File: src/rtl/core/prt_pkg.sv
// Shared types and constants for the peer route table.
// Holds the controller state type, the command and status structs and the op codes.
// No dependencies.
`default_nettype none

package prt_pkg;

	// Operation codes carried by the op field.
	localparam logic [1:0] OP_ADD = 2'd0;
	localparam logic [1:0] OP_DST = 2'd1;
	localparam logic [1:0] OP_SRC = 2'd2;
	localparam logic [1:0] OP_BAD = 2'd3;

	localparam logic [7:0] OCTET_START = 8'd100;
	localparam logic [7:0] MCAST_LOW   = 8'd224;
	localparam logic [7:0] MCAST_HIGH  = 8'd239;
	localparam logic [4:0] INDEX_NONE  = 5'h1F;

	typedef enum logic [1:0] {
		ST_IDLE,
		ST_SCAN,
		ST_POST
	} prt_state_t;

	typedef struct packed {
		logic start;
		logic scan;
		logic finish;
		logic load_out;
	} prt_cmd_t;

	typedef struct packed {
		logic fin;
	} prt_stat_t;

endpackage

`default_nettype wire

File: src/rtl/core/prt_ctrl.sv
// Controller state machine of the peer route table.
// Sequences accept, table scan and result hand-off; depends on prt_pkg.
`default_nettype none

module prt_ctrl
	import prt_pkg::*;
(
	input  wire logic      clk,
	input  wire logic      arst_n,
	input  wire logic      in_valid,
	output logic           in_ready,
	output logic           out_valid,
	input  wire logic      out_ready,
	input  wire prt_stat_t stat,
	output prt_cmd_t       cmd
);

	prt_state_t state_q;
	prt_state_t state_next;
	logic       out_valid_q;
	logic       out_free;

	assign out_free = !out_valid_q || out_ready;

	always_comb begin
		state_next = state_q;
		case (state_q)
			ST_IDLE: begin
				if (in_valid) state_next = ST_SCAN;
			end
			ST_SCAN: begin
				if (stat.fin) state_next = ST_POST;
			end
			ST_POST: begin
				if (out_free) state_next = ST_IDLE;
			end
			default: state_next = ST_IDLE;
		endcase
	end

	always_comb begin
		in_ready     = 1'b0;
		cmd.start    = 1'b0;
		cmd.scan     = 1'b0;
		cmd.finish   = 1'b0;
		cmd.load_out = 1'b0;
		case (state_q)
			ST_IDLE: begin
				in_ready  = 1'b1;
				cmd.start = in_valid;
			end
			ST_SCAN: begin
				cmd.scan   = 1'b1;
				cmd.finish = stat.fin;
			end
			ST_POST: begin
				cmd.load_out = out_free;
			end
			default: begin
				in_ready = 1'b0;
			end
		endcase
	end

	always_ff @(posedge clk or negedge arst_n) begin
		if (!arst_n) begin
			state_q     <= ST_IDLE;
			out_valid_q <= 1'b0;
		end else begin
			state_q <= state_next;
			if (cmd.load_out) begin
				out_valid_q <= 1'b1;
			end else if (out_ready) begin
				out_valid_q <= 1'b0;
			end
		end
	end

	assign out_valid = out_valid_q;

	a_accept_scans: assert property (@(posedge clk) disable iff (!arst_n)
		(in_valid && in_ready) |=> (state_q == ST_SCAN))
		else $error("accepted item did not start a scan");

	a_finish_posts: assert property (@(posedge clk) disable iff (!arst_n)
		cmd.finish |=> (state_q == ST_POST))
		else $error("finished scan did not move to result hand-off");

	a_load_shows: assert property (@(posedge clk) disable iff (!arst_n)
		cmd.load_out |=> out_valid)
		else $error("loaded result is not presented");

	a_no_overlap: assert property (@(posedge clk) disable iff (!arst_n)
		!(cmd.start && (cmd.finish || cmd.load_out)))
		else $error("new item started while another is still in flight");

endmodule

`default_nettype wire

File: src/rtl/core/prt_datapath.sv
// Datapath of the peer route table: item registers, slot memory, scan counter,
// slot compare, result registers and configuration register; depends on prt_pkg.
`default_nettype none

module prt_datapath
	import prt_pkg::*;
#(
	parameter int TABLE_ENTRIES = 16
) (
	input  wire logic              clk,
	input  wire logic              arst_n,
	input  wire prt_cmd_t          cmd,
	output prt_stat_t              stat,
	input  wire logic              cfg_we,
	input  wire logic [31:0]       cfg_wdata,
	input  wire logic [1:0]        op,
	input  wire logic [31:0]       peer_id_hi,
	input  wire logic [63:0]       peer_id_lo,
	input  wire logic [31:0]       ip_addr,
	input  wire logic [15:0]       port_in,
	input  wire logic signed [4:0] index_in,
	output logic                   status,
	output logic [31:0]            out_ip,
	output logic [15:0]            port_out,
	output logic [31:0]            out_id_hi,
	output logic [63:0]            out_id_lo,
	output logic signed [4:0]      index_out,
	output logic [31:0]            own_ip
);

	localparam int IDX_W = (TABLE_ENTRIES > 1) ? $clog2(TABLE_ENTRIES) : 1;
	localparam int CNT_W = $clog2(TABLE_ENTRIES + 1);
	localparam logic [IDX_W-1:0] LAST_IDX = IDX_W'(TABLE_ENTRIES - 1);
	localparam logic [CNT_W-1:0] CNT_END  = CNT_W'(TABLE_ENTRIES);

	typedef struct packed {
		logic [95:0] id;
		logic [31:0] host;
		logic [31:0] dest;
		logic [15:0] port;
	} entry_t;

	typedef struct packed {
		logic        status;
		logic [31:0] ip;
		logic [15:0] port;
		logic [95:0] id;
		logic [4:0]  idx;
		logic [31:0] own;
	} result_t;

	// Bytes after the first zero byte of the ID read as zero.
	function automatic logic [95:0] norm_id(input logic [95:0] raw);
		logic [95:0] res;
		logic        seen;
		res  = raw;
		seen = 1'b0;
		for (int b = 11; b >= 0; b--) begin
			if (seen) begin
				res[b*8 +: 8] = 8'h00;
			end else if (raw[b*8 +: 8] == 8'h00) begin
				seen = 1'b1;
			end
		end
		return res;
	endfunction

	function automatic logic is_mcast(input logic [31:0] addr);
		return (addr[31:24] >= MCAST_LOW) && (addr[31:24] <= MCAST_HIGH);
	endfunction

	function automatic logic idx_in_range(input logic [4:0] idx);
		return !idx[4] && (32'(idx[3:0]) < TABLE_ENTRIES);
	endfunction

	// Item registers.
	logic [1:0]  op_q;
	logic [95:0] id_q;
	logic [31:0] ip_q;
	logic [15:0] port_q;
	logic [4:0]  idx_q;

	logic [31:0]             local_q;
	logic [7:0]              octet_q;
	logic [TABLE_ENTRIES-1:0] valid_q;

	logic [CNT_W-1:0] scan_cnt_q;
	logic             rd_pend_s1;
	logic [IDX_W-1:0] rd_idx_s1;
	entry_t           rd_entry_s1;
	entry_t           mem [TABLE_ENTRIES];

	logic    issue;
	logic    direct;
	logic    mcast;
	logic    id_ne;
	logic    slot_v;
	logic    id_match;
	logic    host_match;
	logic    decide;
	logic    fill;
	logic    upd;
	logic    quick;
	logic    mem_we;
	entry_t  wr_entry;
	result_t res;
	result_t res_q;

	assign issue      = cmd.scan && (scan_cnt_q < CNT_END);
	assign mcast      = is_mcast(ip_q);
	assign direct     = (op_q == OP_DST) && mcast && idx_in_range(idx_q);
	assign id_ne      = id_q[95:88] != 8'h00;
	assign slot_v     = valid_q[rd_idx_s1];
	assign id_match   = id_ne && (rd_entry_s1.id == id_q);
	assign host_match = rd_entry_s1.host == ip_q;
	assign quick      = (op_q == OP_BAD) || ((op_q == OP_SRC) && mcast);

	always_comb begin
		res        = '0;
		res.status = 1'b1;
		res.idx    = idx_q;
		decide     = 1'b0;
		fill       = 1'b0;
		upd        = 1'b0;
		case (op_q)
			OP_ADD: begin
				// Valid slots form a prefix, so the first empty slot ends the scan.
				if (!slot_v) begin
					decide     = 1'b1;
					fill       = 1'b1;
					res.status = 1'b0;
				end else if (id_match) begin
					decide     = 1'b1;
					upd        = 1'b1;
					res.status = 1'b0;
				end
			end
			OP_DST: begin
				if (direct) begin
					decide = 1'b1;
					if (slot_v) begin
						res.status = 1'b0;
						res.ip     = rd_entry_s1.dest;
						res.port   = rd_entry_s1.port;
						res.id     = rd_entry_s1.id;
					end else begin
						res.idx = INDEX_NONE;
					end
				end else if (slot_v && host_match) begin
					decide     = 1'b1;
					res.status = 1'b0;
					res.ip     = rd_entry_s1.dest;
					res.port   = rd_entry_s1.port;
					res.id     = rd_entry_s1.id;
					res.idx    = INDEX_NONE;
				end
			end
			OP_SRC: begin
				res.own = local_q;
				if (mcast) begin
					res.status = 1'b0;
				end else if (slot_v && id_match) begin
					decide     = 1'b1;
					res.status = 1'b0;
					res.ip     = rd_entry_s1.host;
					res.id     = rd_entry_s1.id;
				end
			end
			default: begin
				res.status = 1'b1;
			end
		endcase
	end

	assign stat.fin = quick || (rd_pend_s1 && (decide || (rd_idx_s1 == LAST_IDX)));
	assign mem_we   = cmd.finish && rd_pend_s1 && (fill || upd);

	always_comb begin
		if (fill) begin
			wr_entry = '{id: id_q, host: {local_q[31:8], octet_q}, dest: ip_q, port: port_q};
		end else begin
			wr_entry = '{id: rd_entry_s1.id, host: rd_entry_s1.host, dest: ip_q, port: port_q};
		end
	end

	always_ff @(posedge clk) begin
		if (mem_we) mem[rd_idx_s1] <= wr_entry;
		if (issue) rd_entry_s1 <= mem[scan_cnt_q[IDX_W-1:0]];
	end

	always_ff @(posedge clk) begin
		if (cmd.start) begin
			op_q   <= op;
			id_q   <= norm_id({peer_id_hi, peer_id_lo});
			ip_q   <= ip_addr;
			port_q <= port_in;
			idx_q  <= index_in;
		end
		if (issue) rd_idx_s1 <= scan_cnt_q[IDX_W-1:0];
		if (cmd.finish) res_q <= res;
		if (cmd.load_out) begin
			status    <= res_q.status;
			out_ip    <= res_q.ip;
			port_out  <= res_q.port;
			out_id_hi <= res_q.id[95:64];
			out_id_lo <= res_q.id[63:0];
			index_out <= $signed(res_q.idx);
			own_ip    <= res_q.own;
		end
	end

	always_ff @(posedge clk or negedge arst_n) begin
		if (!arst_n) begin
			local_q    <= '0;
			octet_q    <= OCTET_START;
			valid_q    <= '0;
			scan_cnt_q <= '0;
			rd_pend_s1 <= 1'b0;
		end else begin
			if (cfg_we) begin
				local_q <= cfg_wdata;
				octet_q <= OCTET_START;
				valid_q <= '0;
			end else if (cmd.finish && rd_pend_s1 && fill) begin
				valid_q[rd_idx_s1] <= id_ne;
				octet_q            <= octet_q + 8'd1;
			end
			if (cmd.start) begin
				// A direct read starts at the requested slot and decides on it.
				if ((op == OP_DST) && is_mcast(ip_addr) && idx_in_range(index_in)) begin
					scan_cnt_q <= CNT_W'(index_in[3:0]);
				end else begin
					scan_cnt_q <= '0;
				end
				rd_pend_s1 <= 1'b0;
			end else begin
				if (issue) scan_cnt_q <= scan_cnt_q + CNT_W'(1);
				rd_pend_s1 <= issue;
			end
		end
	end

endmodule

`default_nettype wire

File: src/rtl/core/peer_route_table.sv
// Peer route table: a table of TABLE_ENTRIES peers keyed by a 96-bit ID, filled in
// insertion order. Add updates a matching peer or fills the first empty slot with a
// host address built from local_address and a rolling last octet; destination and
// source queries look peers up by host address, by slot index or by ID. Each item is
// handled alone: the slot memory has one read port and the scan reads one slot per
// cycle; an unknown op or multicast source query ends the scan at once, a full scan
// reads every slot. A finished result sits in an output register, so the next item
// is taken while it waits. A write to local_address clears the table at once; the
// user must do it only while idle, and the block itself does not enforce this.
`default_nettype none

module peer_route_table
	import prt_pkg::*;
#(
	parameter int TABLE_ENTRIES = 16
) (
	input  wire logic              clk,
	input  wire logic              arst_n,
	input  wire logic              cfg_we,
	input  wire logic [31:0]       cfg_wdata,
	input  wire logic              in_valid,
	output logic                   in_ready,
	input  wire logic [1:0]        op,
	input  wire logic [31:0]       peer_id_hi,
	input  wire logic [63:0]       peer_id_lo,
	input  wire logic [31:0]       ip_addr,
	input  wire logic [15:0]       port_in,
	input  wire logic signed [4:0] index_in,
	output logic                   out_valid,
	input  wire logic              out_ready,
	output logic                   status,
	output logic [31:0]            out_ip,
	output logic [15:0]            port_out,
	output logic [31:0]            out_id_hi,
	output logic [63:0]            out_id_lo,
	output logic signed [4:0]      index_out,
	output logic [31:0]            own_ip
);

	prt_cmd_t  cmd;
	prt_stat_t stat;

	prt_ctrl u_ctrl (
		.clk       (clk),
		.arst_n    (arst_n),
		.in_valid  (in_valid),
		.in_ready  (in_ready),
		.out_valid (out_valid),
		.out_ready (out_ready),
		.stat      (stat),
		.cmd       (cmd)
	);

	prt_datapath #(
		.TABLE_ENTRIES(TABLE_ENTRIES)
	) u_datapath (
		.clk        (clk),
		.arst_n     (arst_n),
		.cmd        (cmd),
		.stat       (stat),
		.cfg_we     (cfg_we),
		.cfg_wdata  (cfg_wdata),
		.op         (op),
		.peer_id_hi (peer_id_hi),
		.peer_id_lo (peer_id_lo),
		.ip_addr    (ip_addr),
		.port_in    (port_in),
		.index_in   (index_in),
		.status     (status),
		.out_ip     (out_ip),
		.port_out   (port_out),
		.out_id_hi  (out_id_hi),
		.out_id_lo  (out_id_lo),
		.index_out  (index_out),
		.own_ip     (own_ip)
	);

endmodule

`default_nettype wire
File: config.mk
export PLATFORM = sky130hd
export DESIGN_NAME = peer_route_table
export DESIGN_NICKNAME = d
export VERILOG_FILES = /design/src/rtl/core/prt_pkg.sv /design/src/rtl/core/prt_ctrl.sv /design/src/rtl/core/prt_datapath.sv /design/src/rtl/core/peer_route_table.sv
export SDC_FILE = /design/constraint.sdc
export NUM_CORES = 2
export LEC_CHECK = 0
export ABC_AREA = 1
export BUFFER_PORTS_ARGS = -buffer_cell sky130_fd_sc_hd__buf_2
export CAP_MARGIN = 10
export CORE_MARGIN = 2
export CORE_UTILIZATION = 25
export CTS_BUF_LIST = sky130_fd_sc_hd__clkbuf_4
export DETAILED_ROUTE_END_ITERATION = 8
export GPL_TIMING_DRIVEN = 0
export PLACE_DENSITY = 0.45
export SLEW_MARGIN = 20
export SYNTH_ARGS = -nofsm -noshare
export SYNTH_HDL_FRONTEND = slang
export SYNTH_SLANG_ARGS = --single-unit
File: constraint.sdc
create_clock -name clk -period 13.6 [get_ports clk]
set_input_delay 0.68 -clock clk [delete_from_list [all_inputs] [get_ports clk]]
set_output_delay 0.68 -clock clk [all_outputs]
set_load 0.005 [all_outputs]
After elaboration in Yosys (flattened, before gate mapping)
Memories as Yosys holds them, arrays and structs flattened. A register that Yosys moved wholly into a read port is not among the register bits.
Index checks and enable logic that the tools add are counted.
Widths: inputs -> output; s select.
{"block": "op_classes", "add_sub_neg": 2, "eq_ne": 12, "muxes": 84, "n_lt_le_gt_ge": 7, "n_reduce_logical": 42}
{"cell": "$mux 150", "count": 2}
{"cell": "$mux 96", "count": 2}
{"cell": "$pmux 96 s2", "count": 1}
{"cell": "$mux 176", "count": 1}
{"cell": "$mux 145", "count": 1}
{"cell": "$eq 96x96->1", "count": 1}
{"cell": "$logic_not 8->1", "count": 11}
{"cell": "$pmux 32 s2", "count": 1}
{"cell": "$mux 1", "count": 55}
{"cell": "$mux 33", "count": 1}
{"cell": "$eq 32x32->1", "count": 1}
{"cell": "$mux 16", "count": 2}
{"cell": "$mux 32", "count": 1}
{"cell": "$mux 5", "count": 4}
{"cell": "$bwmux 16", "count": 1}
{"cell": "$ge 8x8->1 const B", "count": 2}
{"cell": "$le 8x8->1 const B", "count": 2}
{"cell": "$logic_and 1x1->1", "count": 16}
{"cell": "$mux 8", "count": 2}
{"cell": "$add 8x1->8 const B", "count": 1}
{"cell": "$mux 2", "count": 4}
{"cell": "$reduce_bool 8->1", "count": 1}
{"cell": "$eq 2x1->1 const B", "count": 3}
{"cell": "$eq 2x2->1 const B", "count": 3}
{"cell": "17 further kinds", "count": 28}
{"block": "totals", "memories": 1, "reg_bits": 584, "ram_bits": 2816, "wordCells": 185}
{"memory": "u_datapath.mem", "words": 16, "width": 176, "rd": 1, "rd_ports_with_merged_regs": 1, "wr": 1, "line": "prt_datapath.sv:91", "rtl": "entry_t mem [TABLE_ENTRIES];"}

Longest topological paths before layout
{"block": "depth", "word_depth": 23, "depth_mapped": 24, "ltp_nobuf": 23}

Cells and area by module
A second synthesis with hierarchy kept.
{"block": "hier_totals", "cells_unflattened": 9880, "hier_area_um2": 138708.0}
{"module": "prt_datapath", "cells_per_inst": 9858, "area_each_um2": 138552.9, "seq_area_each_um2": 106986.4, "n_inst": 1}
{"module": "prt_ctrl", "cells_per_inst": 22, "area_each_um2": 155.1, "seq_area_each_um2": 75.1, "n_inst": 1}

Worst setup path after synthesis
No wires, ideal clock.
{"block": "synth_path", "kind": "reg-to-reg", "start": "register u_datapath.ip_q[5]", "end": "memory u_datapath.mem[15][0] (netlist bit), enable pin", "required_ns": 12.886, "stages_incl_launch_ff": 18, "path_slack_ns": 1.210, "n_path_buf": 1, "arrival_ns": 11.676, "cell_sequence": "edfxtp_1 or2_2 a21oi_1 nand3_1 nor2_1 nand3_2 nand2_2 nand2_1 nand3_1 nand2_1 nand2_1 nand2_1 nand2_2 nand2_2 inv_2 nand4_4 buf_6 nor2_1"}
{"element": "from (decl)", "line": "prt_datapath.sv:79", "rtl": "logic [31:0] ip_q;"}
{"element": "from (signal assigned)", "line": "prt_datapath.sv:195", "rtl": "ip_q <= ip_addr;"}
{"element": "to (decl)", "line": "prt_datapath.sv:91"}

==> qor.csv <==
stage;metric;value;unit
timing;unrepaired setup endpoints after global routing;false;
synth;asr flop ratio synth;1.82;%
timing;Rel. slew slack;24.1;%
cts;Root Buffer;clkbuf_4;
floorplan;die height;749;um
timing;endpoints failing hold;0;
routing;ANT nets after route;0;
cts;Clock transition at path regs;0.08;ns
timing;Fin Setup TNS;0;ns
hold_path;Hold Path Class;input port to async pin;
synth;Post-Syn Area per Cell;14.0;sq um
synth;Main synth FF type;edfxtp_1;
run_status;status;finished clean;
timing;Slew @ Worst Pin;1.14;ns
timing;Final Critical Period;7.84;ns
synth;Syn Std Cell Area;0.139;sq mm
timing;Final Max Tran Viols;0;
synth;main combinational cell family by area after synthesis;simple AND/OR/NAND/NOR gates;
grt;global-route usage over all layers;17.3;%
setup_path;R2R Setup Slk;5.76;ns
grt;number of global-route vias before repair;91900;
power_and_ir_drop;Power Total;36.0;mW
grt;GRT Residual Overflow;0;
cts;CTS resizes;0;
routing;Via-to-Cell Ratio;4.62;
grt;first-pass GRT wire length;696;mm
cts;Clock Tree Buf Depth;4;
timing;Clock Skew;0.228;ns
cts;clk sinks;3576;
power_and_ir_drop;P_leak;59.1;nW
place;HPWL after DPL;354;mm
timing;crit share post-route;57.6;%
setup_path;RR Startpoint;u_datapath.id_q[19]$_SDFFCE_PP0P_;
routing;drt wl/cell;25.2;um
grt;initial antenna violation count;50;
synth;register area share after synthesis;77.1;%
setup_path;WP data required;15.00;ns
routing;Post-route DRC;0;
routing;Vias;92400;
setup_path;Crit Path Class;flip-flop to flip-flop;
floorplan;overall die width;749;um
synth;Syn Nets;10100;
routing;1st-pass router iterations;5;
cells_and_area;NumNets Final;12200;
routing;initial DRC count;8649;
routing;Routed WL;503;mm
flow_run;max-cap violations;0;
power_and_ir_drop;Worst VDD drop;247;uV
setup_path;worst-path fanout max;50;
synth;#FFs+latches synth;3576;
synth;XOR/XNOR share of the synthesized area;0.480;%
synth;mux cell area share after synthesis;2.13;%
cts;CTS tree;built;
grt;largest net degree at the start of global routing;70;
floorplan;Core Region;0.553;sq mm
floorplan;Starting Density;25.1;%
synth;number of synthesized flops with an enable pin;3511;
cells_and_area;Area Growth Syn to Fin;24.3;%
synth;Post-Synth Simple-Gate Area;9.31;%
cts;Clock Latency Late Sink;1.81;ns
cells_and_area;layout cells sized above 1;18.6;%
setup_path;Startpoint Class;flip-flop;
synth;post-synthesis adder-cell area fraction;0.0631;%
floorplan;Die Footprint;0.561;sq mm
power_and_ir_drop;Power Density;209;mW/mm^2
cells_and_area;number of fill cells in the layout;55700;
setup_path;Worst Setup End Kind;flip-flop;
place;Buffers on Ports;370;
synth;post-synthesis compound-gate area fraction;8.10;%
synth;Cells after Synth;9882;
setup_path;CP arrival;9.24;ns
setup_path;RR Endpoint;u_datapath.mem[4][132]$_DFFE_PP_;
synth;count of cell types in the netlist;44;
place;Placer Congestion;0.815;
floorplan;IO Pins;372;
cts;cts bufs inserted;921;
timing;final setup violation count;0;
timing;FMAX;128;MHz
setup_path;r2r worst-path depth;24;
cts;H-tree depth;6;
floorplan;row count;273;
synth;Synthesis Warnings;0;
-- per-stage QoR --
stage / util (%) / setup slack [ns] / hold slack [ns] / instances / cell area (sq um)
after floorplan: - / 1.21 / 0.384 / 9882 / 139000
after global placement: 27.1 / -13.28 / 0.401 / 17500 / 150000
after detailed placement: 28.2 / 5.67 / 0.405 / 17900 / 156000
after CTS: 31.2 / 5.54 / 0.00488 / 19900 / 172000
after global routing: 31.2 / 5.55 / 0.0904 / 20000 / 172000
final: 31.2 / 5.76 / 0.186 / 20000 / 172000
-- worst max path at each step --
stage | start | end | slack (ns) | depth (start not counted)
6_report | u_datapath.id_q[19]$_SDFFCE_PP0P_ | u_datapath.mem[4][132]$_DFFE_PP_ | 5.76 | 24
5_1_grt | u_datapath.id_q[19]$_SDFFCE_PP0P_ | u_datapath.mem[4][132]$_DFFE_PP_ | 5.55 | 24
4_1_cts | u_datapath.id_q[19]$_SDFFCE_PP0P_ | u_datapath.mem[4][132]$_DFFE_PP_ | 5.54 | 26
3_5_place_dp | u_datapath.id_q[19]$_SDFFCE_PP0P_ | u_datapath.mem[4][131]$_DFFE_PP_ | 5.67 | 26
3_3_place_gp | u_datapath.id_q[5]$_SDFFCE_PP0P_ | u_datapath.mem[0][136]$_DFFE_PP_ | -13.28 | 19
2_1_floorplan | u_datapath.ip_q[5]$_DFFE_PP_ | u_datapath.mem[15][0]$_DFFE_PP_ | 1.21 | 17
-- report_power, final --
| part | internal (mW) | leakage [nW] | total, mW | switching, mW |
|---|---|---|---|---|
| Clock | 4.66 | 6.93 | 9.24 | 4.58 |
| Sequential | 14.3 | 32.7 | 15.0 | 0.765 |
| Combinational | 3.04 | 19.5 | 11.7 | 8.71 |
| Total | 22.0 | 59.1 | 36.0 | 14.1 |
-- state kept, by name, summed over array words and instances, names as in the netlist --
| signal | cells |
|---|---|
| u_ctrl.out_valid | 1 |
| u_ctrl.state_q | 2 |
| u_datapath.id_q | 96 |
| u_datapath.idx_q | 5 |
| u_datapath.index_out | 5 |
| u_datapath.ip_q | 32 |
| u_datapath.local_q | 32 |
| u_datapath.mem | 2816 |
| u_datapath.octet_q | 8 |
| u_datapath.op_q | 2 |
| u_datapath.out_id_hi | 32 |
| u_datapath.out_id_lo | 64 |
| u_datapath.out_ip | 32 |
| u_datapath.own_ip | 32 |
| u_datapath.port_out | 16 |
| u_datapath.port_q | 16 |
| u_datapath.rd_entry_s1 | 176 |
| u_datapath.rd_idx_s1 | 4 |
| u_datapath.rd_pend_s1 | 1 |
| u_datapath.res_q | 182 |
| u_datapath.scan_cnt_q | 5 |
| u_datapath.status | 1 |
| u_datapath.valid_q | 16 |
-- metal layers --
metal / global-route usage [%] / up-vias / routed length [um]
met4: 7.75 / 8 / 22000
met5: 0 / - / 42
met2: 28.6 / 3464 / 239000
met3: 3.33 / 805 / 34300
li1: - / 41600 / -
met1: 22.0 / 46600 / 207000
-- critical path, stage by stage (launching register included) --
cell and delay, ns:
edfxtp_1 0.51, xnor2_1 0.83, nand2_1 0.25, nor2_1 0.16, nand2_1 0.07, nor2_1 0.24
nand3_1 0.39, nor2_1 0.61, nand3_1 0.25, nand3_1 0.15, nand2_1 0.05, nand2_1 0.05
nand2_1 0.07, nand2_2 0.29, nand2_2 0.17, inv_8 0.43, nand4_4 0.47, buf_6 0.34
nor2_4 0.62, buf_16 0.25, buf_16 0.18, buf_12 0.19, buf_16 0.18, buf_12 0.20
buf_16 0.18
-- cells by family after synthesis --
logic type / Yosys count
DFF: 3576
and+or+nand+nor: 3246
adders and majority gates: 7
buffers and inverters: 1004
muxes: 295
xor gates and xnor gates: 76
AOI/OAI and AO/OA: 1678
-- timing repair --
item,in CTS,in global routing
hold endpoints to repair,399,16
buffers inserted,0,0
hold buffers,472,1
-- cells in the final DEF (no fill, tap or decap), drive strengths merged --
| master | count |
|---|---|
| edfxtp | 3511 |
| o221ai | 295 |
| dlygate4sd3 | 472 |
| xnor2 | 50 |
| nor3 | 111 |
| xor2 | 26 |
| o32ai | 409 |
| o21ai | 864 |
| buf | 788 |
| diode | 48 |
| ha | 7 |
| clkinv | 219 |
| clkinvlp | 5 |
| nor2 | 1744 |
| a41oi | 1 |
| or2 | 6 |
| nand4 | 18 |
| o211ai | 58 |
| nor3b | 2 |
| inv | 413 |
| a31oi | 2 |
| o31ai | 3 |
| nand3 | 338 |
| clkbuf | 1883 |
| dfrtp | 62 |
| a21oi | 43 |
| mux2i | 295 |
| nand2 | 1014 |
| a21o | 2 |
| a22oi | 1 |
| bufinv | 3 |
| dfstp | 3 |
| nor4 | 13 |
-- layout make-up --
| type | instances | area, sq um | area share [%] |
|---|---|---|---|
| flip-flops and latches | 3576 | 107000 | 62.1 |
| clock inverters | 249 | 1290 | 0.749 |
| multi-input cells | 5302 | 28200 | 16.3 |
| clock buffers | 1372 | 10300 | 5.97 |
| repair buffers | 1158 | 12400 | 7.20 |
| diodes | 48 | 120 | 0.0696 |
| inverters | 391 | 1490 | 0.864 |
| well taps | 7287 | 9120 | 5.29 |
| plain buffers | 613 | 2500 | 1.45 |
-- synthesized netlist by cell type (all sizes together), types with 13 or more instances --
library cell	count	share of area [%]
o221ai	295	1.9
nor2	1744	4.7
xnor2	50	0.32
o211ai	58	0.32
buf	102	0.35
o21ai	864	3.1
nand2	1014	2.8
nand3	338	1.2
clkbuf	511	1.4
nand4	18	0.096
xor2	26	0.16
nor4	13	0.059
nor3	111	0.40
dfrtp	62	1.1
inv	390	1.1
mux2i	295	2.1
edfxtp	3511	76
o32ai	409	2.6
a21oi	43	0.17
(Power assumes the default switching activity.)
